[config.mk]
export PLATFORM = sky130hd
export DESIGN_NAME = symbol_rate_register_calc
export DESIGN_NICKNAME = d
export VERILOG_FILES = /design/src/rtl/srrc_pkg.sv /design/src/rtl/srrc_front.sv /design/src/rtl/srrc_cell.sv /design/src/rtl/srrc_out.sv /design/src/rtl/symbol_rate_register_calc.sv
export SDC_FILE = /design/constraint.sdc
export NUM_CORES = 2
export LEC_CHECK = 0
export ABC_AREA = 0
export BUFFER_PORTS_ARGS = -buffer_cell sky130_fd_sc_hd__buf_2
export CAP_MARGIN = 20
export CORE_ASPECT_RATIO = 1.1
export CORE_UTILIZATION = 30
export CTS_BUF_LIST = sky130_fd_sc_hd__clkbuf_8
export DETAILED_ROUTE_END_ITERATION = 6
export PLACE_DENSITY = 0.49
export SLEW_MARGIN = 30
export SYNTH_ARGS = -nofsm -noshare
export SYNTH_HDL_FRONTEND = slang
export SYNTH_SLANG_ARGS = --single-unit
export TNS_END_PERCENT = 20
[constraint.sdc]
create_clock -name clk -period 9 [get_ports clk]
set_input_delay 0 -clock clk [delete_from_list [all_inputs] [get_ports clk]]
set_output_delay 0 -clock clk [all_outputs]
set_load 0.03 [all_outputs]
[src/rtl/srrc_pkg.sv]
// shared types and constants for the symbol rate register calculator
// no dependencies; used by every module of the block by scoped names

package srrc_pkg;

	// crystal clock and derived reference
	localparam logic [31:0] XinHz = 32'd57840000;
	localparam logic [31:0] FinHz = XinHz >> 4;
	localparam logic [31:0] RateMin = 32'd500000;
	localparam logic [31:0] RateMax = XinHz >> 1;

	// decimation thresholds
	localparam logic [31:0] Dec1 = XinHz >> 4;
	localparam logic [31:0] Dec2 = XinHz >> 5;
	localparam logic [31:0] Dec3 = XinHz >> 6;

	// filter thresholds, xin over 12.3, 24.6, 49.2 and 98.4, truncated
	localparam logic [31:0] SfilT1 = 32'd4702439;
	localparam logic [31:0] SfilT2 = 32'd2351219;
	localparam logic [31:0] SfilT3 = 32'd1175609;
	localparam logic [31:0] SfilT4 = 32'd587804;

	// rounding bias for the ratio and numerator of the inverse ratio
	localparam logic [31:0] RoundBias = FinHz >> 1;
	localparam logic [31:0] InvNum = XinHz << 5;

	// widths
	localparam int RateW = 25;          // clamped and shifted rate
	localparam int FracW = 20;          // rate * 16 * 2^16
	localparam int DivW = RateW + FracW;
	localparam int QuoW = 24;           // ratio quotient bits, one per cell
	localparam int RemW = 22;           // ratio remainder, below fin
	localparam int InvQuoW = 10;        // inverse quotient bits
	localparam int InvW = RateW;        // inverse remainder and divisor
	localparam int NumCells = QuoW;

	// configuration register indexes
	localparam logic RegNdecBase = 1'b0;
	localparam logic RegSfilBase = 1'b1;

	localparam logic [7:0] NdecBaseReset = 8'd18;
	localparam logic [7:0] SfilBaseReset = 8'd67;

	// item as it travels along the divider cells
	typedef struct packed {
		logic [1:0]         ndec;
		logic               sfil;
		logic [RemW-1:0]    rem;
		logic [QuoW-1:0]    dbits;
		logic [QuoW-1:0]    quo;
		logic [InvW-1:0]    inv_rem;
		logic [InvW-1:0]    inv_div;
		logic [InvQuoW-1:0] inv_quo;
	} item_t;

endpackage

[src/rtl/srrc_front.sv]
// front stages: clamp, decimation and filter select, divider set-up
// depends on srrc_pkg

module srrc_front (
	input  logic                clk,
	input  logic                arst_n,
	input  logic                in_vld,
	input  logic [31:0]         req_rate,
	output logic                out_vld,
	output srrc_pkg::item_t     out_item
);

	logic [srrc_pkg::RateW-1:0] rate_s1;
	logic                       vld_s1;
	logic [31:0]                clamped;

	logic [1:0]                 ndec;
	logic                       sfil;
	logic [31:0]                rate_w;
	logic [srrc_pkg::RateW-1:0] shifted;
	logic [srrc_pkg::DivW-1:0]  dividend;
	srrc_pkg::item_t            item_c;

	always_comb begin
		clamped = req_rate;
		if (clamped > srrc_pkg::RateMax) begin
			clamped = srrc_pkg::RateMax;
		end
		if (clamped < srrc_pkg::RateMin) begin
			clamped = srrc_pkg::RateMin;
		end
	end

	always_ff @(posedge clk or negedge arst_n) begin
		if (!arst_n) begin
			vld_s1 <= 1'b0;
		end else begin
			vld_s1 <= in_vld;
		end
	end

	always_ff @(posedge clk) begin
		rate_s1 <= clamped[srrc_pkg::RateW-1:0];
	end

	always_comb begin
		rate_w = {{(32-srrc_pkg::RateW){1'b0}}, rate_s1};
		ndec = 2'd0;
		if (rate_w < srrc_pkg::Dec1) ndec = 2'd1;
		if (rate_w < srrc_pkg::Dec2) ndec = 2'd2;
		if (rate_w < srrc_pkg::Dec3) ndec = 2'd3;

		// filter bit toggles across the interleaved thresholds
		sfil = 1'b0;
		if (rate_w < srrc_pkg::SfilT1) sfil = 1'b1;
		if (rate_w < srrc_pkg::Dec1)   sfil = 1'b0;
		if (rate_w < srrc_pkg::SfilT2) sfil = 1'b1;
		if (rate_w < srrc_pkg::Dec2)   sfil = 1'b0;
		if (rate_w < srrc_pkg::SfilT3) sfil = 1'b1;
		if (rate_w < srrc_pkg::Dec3)   sfil = 1'b0;
		if (rate_w < srrc_pkg::SfilT4) sfil = 1'b1;

		shifted = rate_s1 << ndec;
		dividend = {shifted, {srrc_pkg::FracW{1'b0}}}
			+ srrc_pkg::DivW'(srrc_pkg::RoundBias);

		item_c.ndec = ndec;
		item_c.sfil = sfil;
		item_c.rem = {1'b0, dividend[srrc_pkg::DivW-1:srrc_pkg::QuoW]};
		item_c.dbits = dividend[srrc_pkg::QuoW-1:0];
		item_c.quo = '0;
		item_c.inv_rem = srrc_pkg::InvW'(srrc_pkg::InvNum >> srrc_pkg::InvQuoW);
		item_c.inv_div = shifted;
		item_c.inv_quo = '0;
	end

	always_ff @(posedge clk or negedge arst_n) begin
		if (!arst_n) begin
			out_vld <= 1'b0;
		end else begin
			out_vld <= vld_s1;
		end
	end

	always_ff @(posedge clk) begin
		out_item <= item_c;
	end

endmodule

[src/rtl/srrc_cell.sv]
// one divider cell: a restoring step of the ratio and, in the first cells,
// of the inverse ratio; depends on srrc_pkg

module srrc_cell #(
	parameter int STEP = 0
) (
	input  logic            clk,
	input  logic            arst_n,
	input  logic            in_vld,
	input  srrc_pkg::item_t in_item,
	output logic            out_vld,
	output srrc_pkg::item_t out_item
);

	localparam bit InvEn = (STEP < srrc_pkg::InvQuoW);
	localparam int InvPos = InvEn ? (srrc_pkg::InvQuoW - 1 - STEP) : 0;
	localparam logic [srrc_pkg::RemW:0] DivF = (srrc_pkg::RemW + 1)'(srrc_pkg::FinHz);
	localparam logic InvBit = srrc_pkg::InvNum[InvPos];

	logic [srrc_pkg::RemW:0] trial;
	logic                    ge;
	logic [srrc_pkg::RemW:0] diff;
	logic [srrc_pkg::InvW:0] inv_trial;
	logic [srrc_pkg::InvW:0] inv_diff;
	logic                    inv_ge;
	srrc_pkg::item_t         item_c;

	always_comb begin
		trial = {in_item.rem, in_item.dbits[srrc_pkg::QuoW-1]};
		ge = (trial >= DivF);
		diff = trial - DivF;

		inv_trial = {in_item.inv_rem, InvBit};
		inv_ge = (inv_trial >= {1'b0, in_item.inv_div});
		inv_diff = inv_trial - {1'b0, in_item.inv_div};

		item_c = in_item;
		item_c.rem = ge ? diff[srrc_pkg::RemW-1:0] : trial[srrc_pkg::RemW-1:0];
		item_c.dbits = {in_item.dbits[srrc_pkg::QuoW-2:0], 1'b0};
		item_c.quo = {in_item.quo[srrc_pkg::QuoW-2:0], ge};
		if (InvEn) begin
			item_c.inv_rem = inv_ge ? inv_diff[srrc_pkg::InvW-1:0]
				: inv_trial[srrc_pkg::InvW-1:0];
			item_c.inv_quo = {in_item.inv_quo[srrc_pkg::InvQuoW-2:0], inv_ge};
		end
	end

	always_ff @(posedge clk or negedge arst_n) begin
		if (!arst_n) begin
			out_vld <= 1'b0;
		end else begin
			out_vld <= in_vld;
		end
	end

	always_ff @(posedge clk) begin
		out_item <= item_c;
	end

endmodule

[src/rtl/srrc_out.sv]
// result stage: inverse ratio rounding and saturation, register byte merge
// depends on srrc_pkg

module srrc_out (
	input  logic            clk,
	input  logic            arst_n,
	input  logic            in_vld,
	input  srrc_pkg::item_t in_item,
	input  logic [7:0]      ndec_base,
	input  logic [7:0]      sfil_base,
	output logic            done,
	output logic [7:0]      ndec_reg,
	output logic [21:0]     bdr_value,
	output logic [7:0]      bdri_value,
	output logic [7:0]      sfil_reg
);

	logic [srrc_pkg::InvQuoW:0]   inv_inc;
	logic [srrc_pkg::InvQuoW-1:0] inv_half;
	logic [7:0]                   bdri_c;

	always_comb begin
		inv_inc = {1'b0, in_item.inv_quo} + {{srrc_pkg::InvQuoW{1'b0}}, 1'b1};
		inv_half = inv_inc[srrc_pkg::InvQuoW:1];
		bdri_c = (inv_half > 10'd255) ? 8'hFF : inv_half[7:0];
	end

	always_ff @(posedge clk or negedge arst_n) begin
		if (!arst_n) begin
			done <= 1'b0;
		end else begin
			done <= in_vld;
		end
	end

	always_ff @(posedge clk) begin
		ndec_reg <= {in_item.ndec, 6'd0} | ndec_base;
		bdr_value <= in_item.quo[21:0];
		bdri_value <= bdri_c;
		sfil_reg <= {3'd0, in_item.sfil, 4'd0} | sfil_base;
	end

endmodule

[src/rtl/symbol_rate_register_calc.sv]
// top level of the symbol rate register calculator
// depends on srrc_pkg, srrc_front, srrc_cell and srrc_out
// an accepted start reaches the done strobe through two front stages,
// 24 divider cells and one result stage
// throughput: one item per cycle; busy is never raised, the receiver cannot stall
// reset: clears every valid flag and sets ndec_base to 18, sfil_base to 67

module symbol_rate_register_calc (
	input  logic        clk,
	input  logic        arst_n,
	// item request
	input  logic        start,
	output logic        busy,
	input  logic [31:0] req_rate,
	// configuration write port
	input  logic        wr_en,
	input  logic        wr_index,
	input  logic [7:0]  wr_data,
	// result
	output logic        done,
	output logic [7:0]  ndec_reg,
	output logic [21:0] bdr_value,
	output logic [7:0]  bdri_value,
	output logic [7:0]  sfil_reg
);

	localparam int Latency = srrc_pkg::NumCells + 3;

	logic [7:0]      ndec_base_q;
	logic [7:0]      sfil_base_q;
	logic            accept;

	// valid flags and items between neighbouring cells
	logic            chain_vld [0:srrc_pkg::NumCells];
	srrc_pkg::item_t chain_item [0:srrc_pkg::NumCells];

	// every stage moves on every cycle, so a request is always taken
	assign busy = 1'b0;
	assign accept = start && !busy;

	// configuration registers, unchecked: write only while no item is in flight
	always_ff @(posedge clk or negedge arst_n) begin
		if (!arst_n) begin
			ndec_base_q <= srrc_pkg::NdecBaseReset;
			sfil_base_q <= srrc_pkg::SfilBaseReset;
		end else if (wr_en) begin
			unique case (wr_index)
				srrc_pkg::RegNdecBase: ndec_base_q <= wr_data;
				srrc_pkg::RegSfilBase: sfil_base_q <= wr_data;
				default: ;
			endcase
		end
	end

	// clamp the rate, pick decimation and filter, build the dividends
	srrc_front u_front (
		.clk         (clk),
		.arst_n      (arst_n),
		.in_vld      (accept),
		.req_rate    (req_rate),
		.out_vld     (chain_vld[0]),
		.out_item    (chain_item[0])
	);

	// row of restoring division cells: each yields one bit of the rounded
	// ratio against fin, the first ten also one bit of xin*32 over the shifted rate
	for (genvar g = 0; g < srrc_pkg::NumCells; g++) begin : g_cell
		srrc_cell #(
			.STEP (g)
		) u_cell (
			.clk      (clk),
			.arst_n   (arst_n),
			.in_vld   (chain_vld[g]),
			.in_item  (chain_item[g]),
			.out_vld  (chain_vld[g+1]),
			.out_item (chain_item[g+1])
		);
	end

	// round and saturate the inverse ratio, merge in the base bytes
	srrc_out u_out (
		.clk        (clk),
		.arst_n     (arst_n),
		.in_vld     (chain_vld[srrc_pkg::NumCells]),
		.in_item    (chain_item[srrc_pkg::NumCells]),
		.ndec_base  (ndec_base_q),
		.sfil_base  (sfil_base_q),
		.done       (done),
		.ndec_reg   (ndec_reg),
		.bdr_value  (bdr_value),
		.bdri_value (bdri_value),
		.sfil_reg   (sfil_reg)
	);

	// every accepted item comes out after the fixed latency
	a_latency : assert property (@(posedge clk) disable iff (!arst_n)
		accept |-> ##Latency done)
		else $error("accepted item did not complete on time");

	// no result without a request the fixed latency earlier
	a_no_spurious : assert property (@(posedge clk) disable iff (!arst_n)
		done |-> $past(accept, Latency))
		else $error("result strobe without a matching request");

	// the clamped rate keeps the inverse ratio at 32 or more
	a_bdri_floor : assert property (@(posedge clk) disable iff (!arst_n)
		done |-> (bdri_value >= 8'd32))
		else $error("inverse ratio below its lower bound");

endmodule

==> impl_metrics.csv <==
group,metric,value,unit
placed_design,gp_congestion,0.835,
route,vias_per_cell,4.33,
hold_path,hold_class,"primary input to flip-flop",
clock_network,clkSlewWorstSetupHoldPaths,60,ps
synthesis,syn_nets,5696,
placed_design,placed_cell_area,59700,sq um
floorplanning,die_h,457,um
pwr,p_leak,29.0,nW
synthesis,ys.flop_type,"dfxtp_1",
floorplanning,core,187000,sq um
worst_setup_path,crit_fanout,49,
route,wl,108000,um
worst_setup_path,required,9820,ps
placed_design,hpwl,76800,um
finish,reg_top3,"g_cell.u_cell.out_item: 1428 flops, u_front.out_item: 53 flops, u_front.rate_s1: 25 flops",
sta,finalCritPeriodShare,43.2,%
route,vias,36500,
clock_network,clock_path_buffers,4,
finish,largest_reg_flops,1428,
clock_network,h-tree-depth,5,
worst_setup_path,crit_arrival,4710,ps
synthesis,syn_inst,5392,
route,met2WireLength,52000,um
finish,design_area,66400,sq um
clock_network,post_cts_buffers,0,
finish,final_cell_mix,"dfxtp_1 (1552), nand2_1 (440), inv_1 (431), nor2_1 (372), clkbuf_8 (349)",
grt,track_usage,11.3,%
clock_network,ctsResizeCount,0,
grt,grt-ovfl-total,0,
finish,final_common_cell,"dfxtp_1",
flow_run,max_cap_violations,0,
synthesis,ys_seq_elements,1595,
sta,fin_skew,68.6,ps
sta,drv_slew,0,
finish,fin_util,35.6,%
floorplanning,ios,93,
sta,max_freq,257,MHz
sta,rsz0062_at_grt,"no",
route,dr.pass1.iters,7,
synthesis,ys_warn_count,0,
grt,grt_pass1_wl,179000,um
route,initialDrtViolationCount,1538,
sta,layout_min_cycle_time,3880,ps
finish,fin_nets,6108,
grt,grt_pass1_vias,37400,
placed_design,portBuffers,91,
synthesis,synthesis.area,56500,sq um
clock_network,cts_sinks,1595,
sta,setup_tns,0,ps
clock_network,cts_buffers,289,
floorplanning,rows,166,
route,ant_nets,0,
clock_network,clk_latency,1000,ps
sta,finalHoldViolCount,0,
sta,slew_headroom,43.1,%
status,status,"finished, final reports clean",
finish,area_growth,17.6,%
grt,grt_max_degree,50,
sta,worst_pin_slew,832,ps
floorplanning,die_area,190000,sq um
route,wl_met3,4560,um
clock_network,clockRootBuffer,"clkbuf_8",
grt,grt_antenna_before_repair,1,
synthesis,ys_types,104,
route,top_layer,"met4",
finish,drive_above_1_share,11.1,%
route,wl_per_cell,12.8,um
pwr,power_density,308,nW/um^2
synthesis,avgSynthCellArea,10.5,sq um
sta,whs,210,ps
worst_setup_path,critPathKind,"flip-flop to flip-flop",
synthesis,yosysSeqAreaShare,56.9,%
synthesis,async_flop_share,2.70,%
floorplanning,die-width,416,um
route,drc_errors,0,
route,met1Wirelength,47300,um
floorplanning,start_util,30.3,%
pwr,power.total,0.0205,W
clock_network,tritoncts,"yes",
clock_network,cts_hold_buf,111,
worst_setup_path,startpoint_type,"flip-flop",
finish,top_register,"g_cell.u_cell.out_item",
sta,setup_violations,0,
pwr,vdd_drop_max,0.163,mV
synthesis,synth_edf_count,0,
worst_setup_path,endpoint_kind,"flip-flop",
## path summary, 6_finish.rpt
| path | end | cells after the start | from | slack (ps) |
|---|---|---|---|---|
| worst max-delay path | u_front.out_item[124] | 13 | u_front.rate_s1[3] | 5120 |
| worst min-delay path | sfil_base_q[1] | 4 | wr_en | 210 |
| worst max register to register | u_front.out_item[124] | 13 | u_front.rate_s1[3] | 5120 |
| worst min register to register | g_cell[19].u_cell.out_item[71] | 0 | g_cell[18].u_cell.out_item[70] | 290 |
| max in group asynchronous | u_out.done | 5 | arst_n | 7990 |
| min in group asynchronous | sfil_base_q[6] | 4 | arst_n | 740 |
## logic make-up after synthesis
kind of cell             after synthesis  synth area share, %
AND/OR/NAND/NOR                     1385                 11.6
flip-flops                          1595                 56.9
XOR/XNOR                             551                 8.54
buffers and inverters                453                 3.10
AO/OA/AOI/OAI                       1020                 11.5
adder cells (fa/ha/maj)              259                 5.84
multiplexers                         128                 2.46
other                                  1              0.00664
## area by class of cell
class / count / area [sq um]
Inverter: 357 / 1340
Clock inverter: 128 / 723
Clock buffer: 349 / 4800
Tap cell: 2436 / 3050
Antenna cell: 2 / 5.00
Sequential cell: 1595 / 32200
Fill cell: 18600 / 120000
Timing Repair Buffer: 217 / 1730
Multi-Input combinational cell: 3344 / 22600
## through the flow
stage | setup WS, ps | cells
finish | 5120 | 8428
detailed placement | 4680 | 7836
global placement | 4650 | 7836
floorplan | 5480 | 5392
CTS | 4620 | 8424
global route | 4860 | 8428
## routing by layer
metal  global-route usage (%)  vias up
li1                         -    19100
met1                     12.7    16500
met2                     19.7      587
met3                     2.83      302
met4                     5.62        0
met5                        0        -
## critical path, stage by stage, from the launching register on
cell	delay, ps
dfxtp_1	640
a2111o_1	230
a21oi_1	80
o21a_1	240
o31ai_4	210
buf_4	490
inv_2	200
nor2_1	210
ha_1	240
o21ai_1	160
or2_2	390
nor4_4	360
nand2_1	110
xnor2_1	130
## cell usage after synthesis, drive strengths merged (32+ instances only)
| master | instances | share of area (%) |
|---|---|---|
| a211oi | 49 | 0.66 |
| a21o | 114 | 1.5 |
| a21oi | 300 | 2.7 |
| a31oi | 32 | 0.37 |
| and2 | 32 | 0.35 |
| buf | 33 | 0.31 |
| clkbuf | 63 | 0.42 |
| dfrtp | 38 | 1.7 |
| dfxtp | 1552 | 55 |
| ha | 251 | 5.6 |
| inv | 355 | 2.4 |
| mux2 | 85 | 1.7 |
| mux2i | 43 | 0.76 |
| nand2 | 441 | 2.9 |
| nand2b | 59 | 0.65 |
| nand3 | 97 | 0.86 |
| nand4 | 54 | 0.62 |
| nor2 | 373 | 2.5 |
| nor2b | 55 | 0.61 |
| nor3 | 96 | 0.86 |
| nor4 | 33 | 0.42 |
| o21a | 63 | 0.84 |
| o21ai | 267 | 2.4 |
| xnor2 | 306 | 4.7 |
| xor2 | 245 | 3.8 |
## power by group
| group | internal (W) | switching (W) |
|---|---|---|
| clock | 0.00368 | 0.00276 |
| combinational | 0.00200 | 0.00237 |
| sequential | 0.00873 | 0.000915 |
Power figures use the tool's default switching activity.
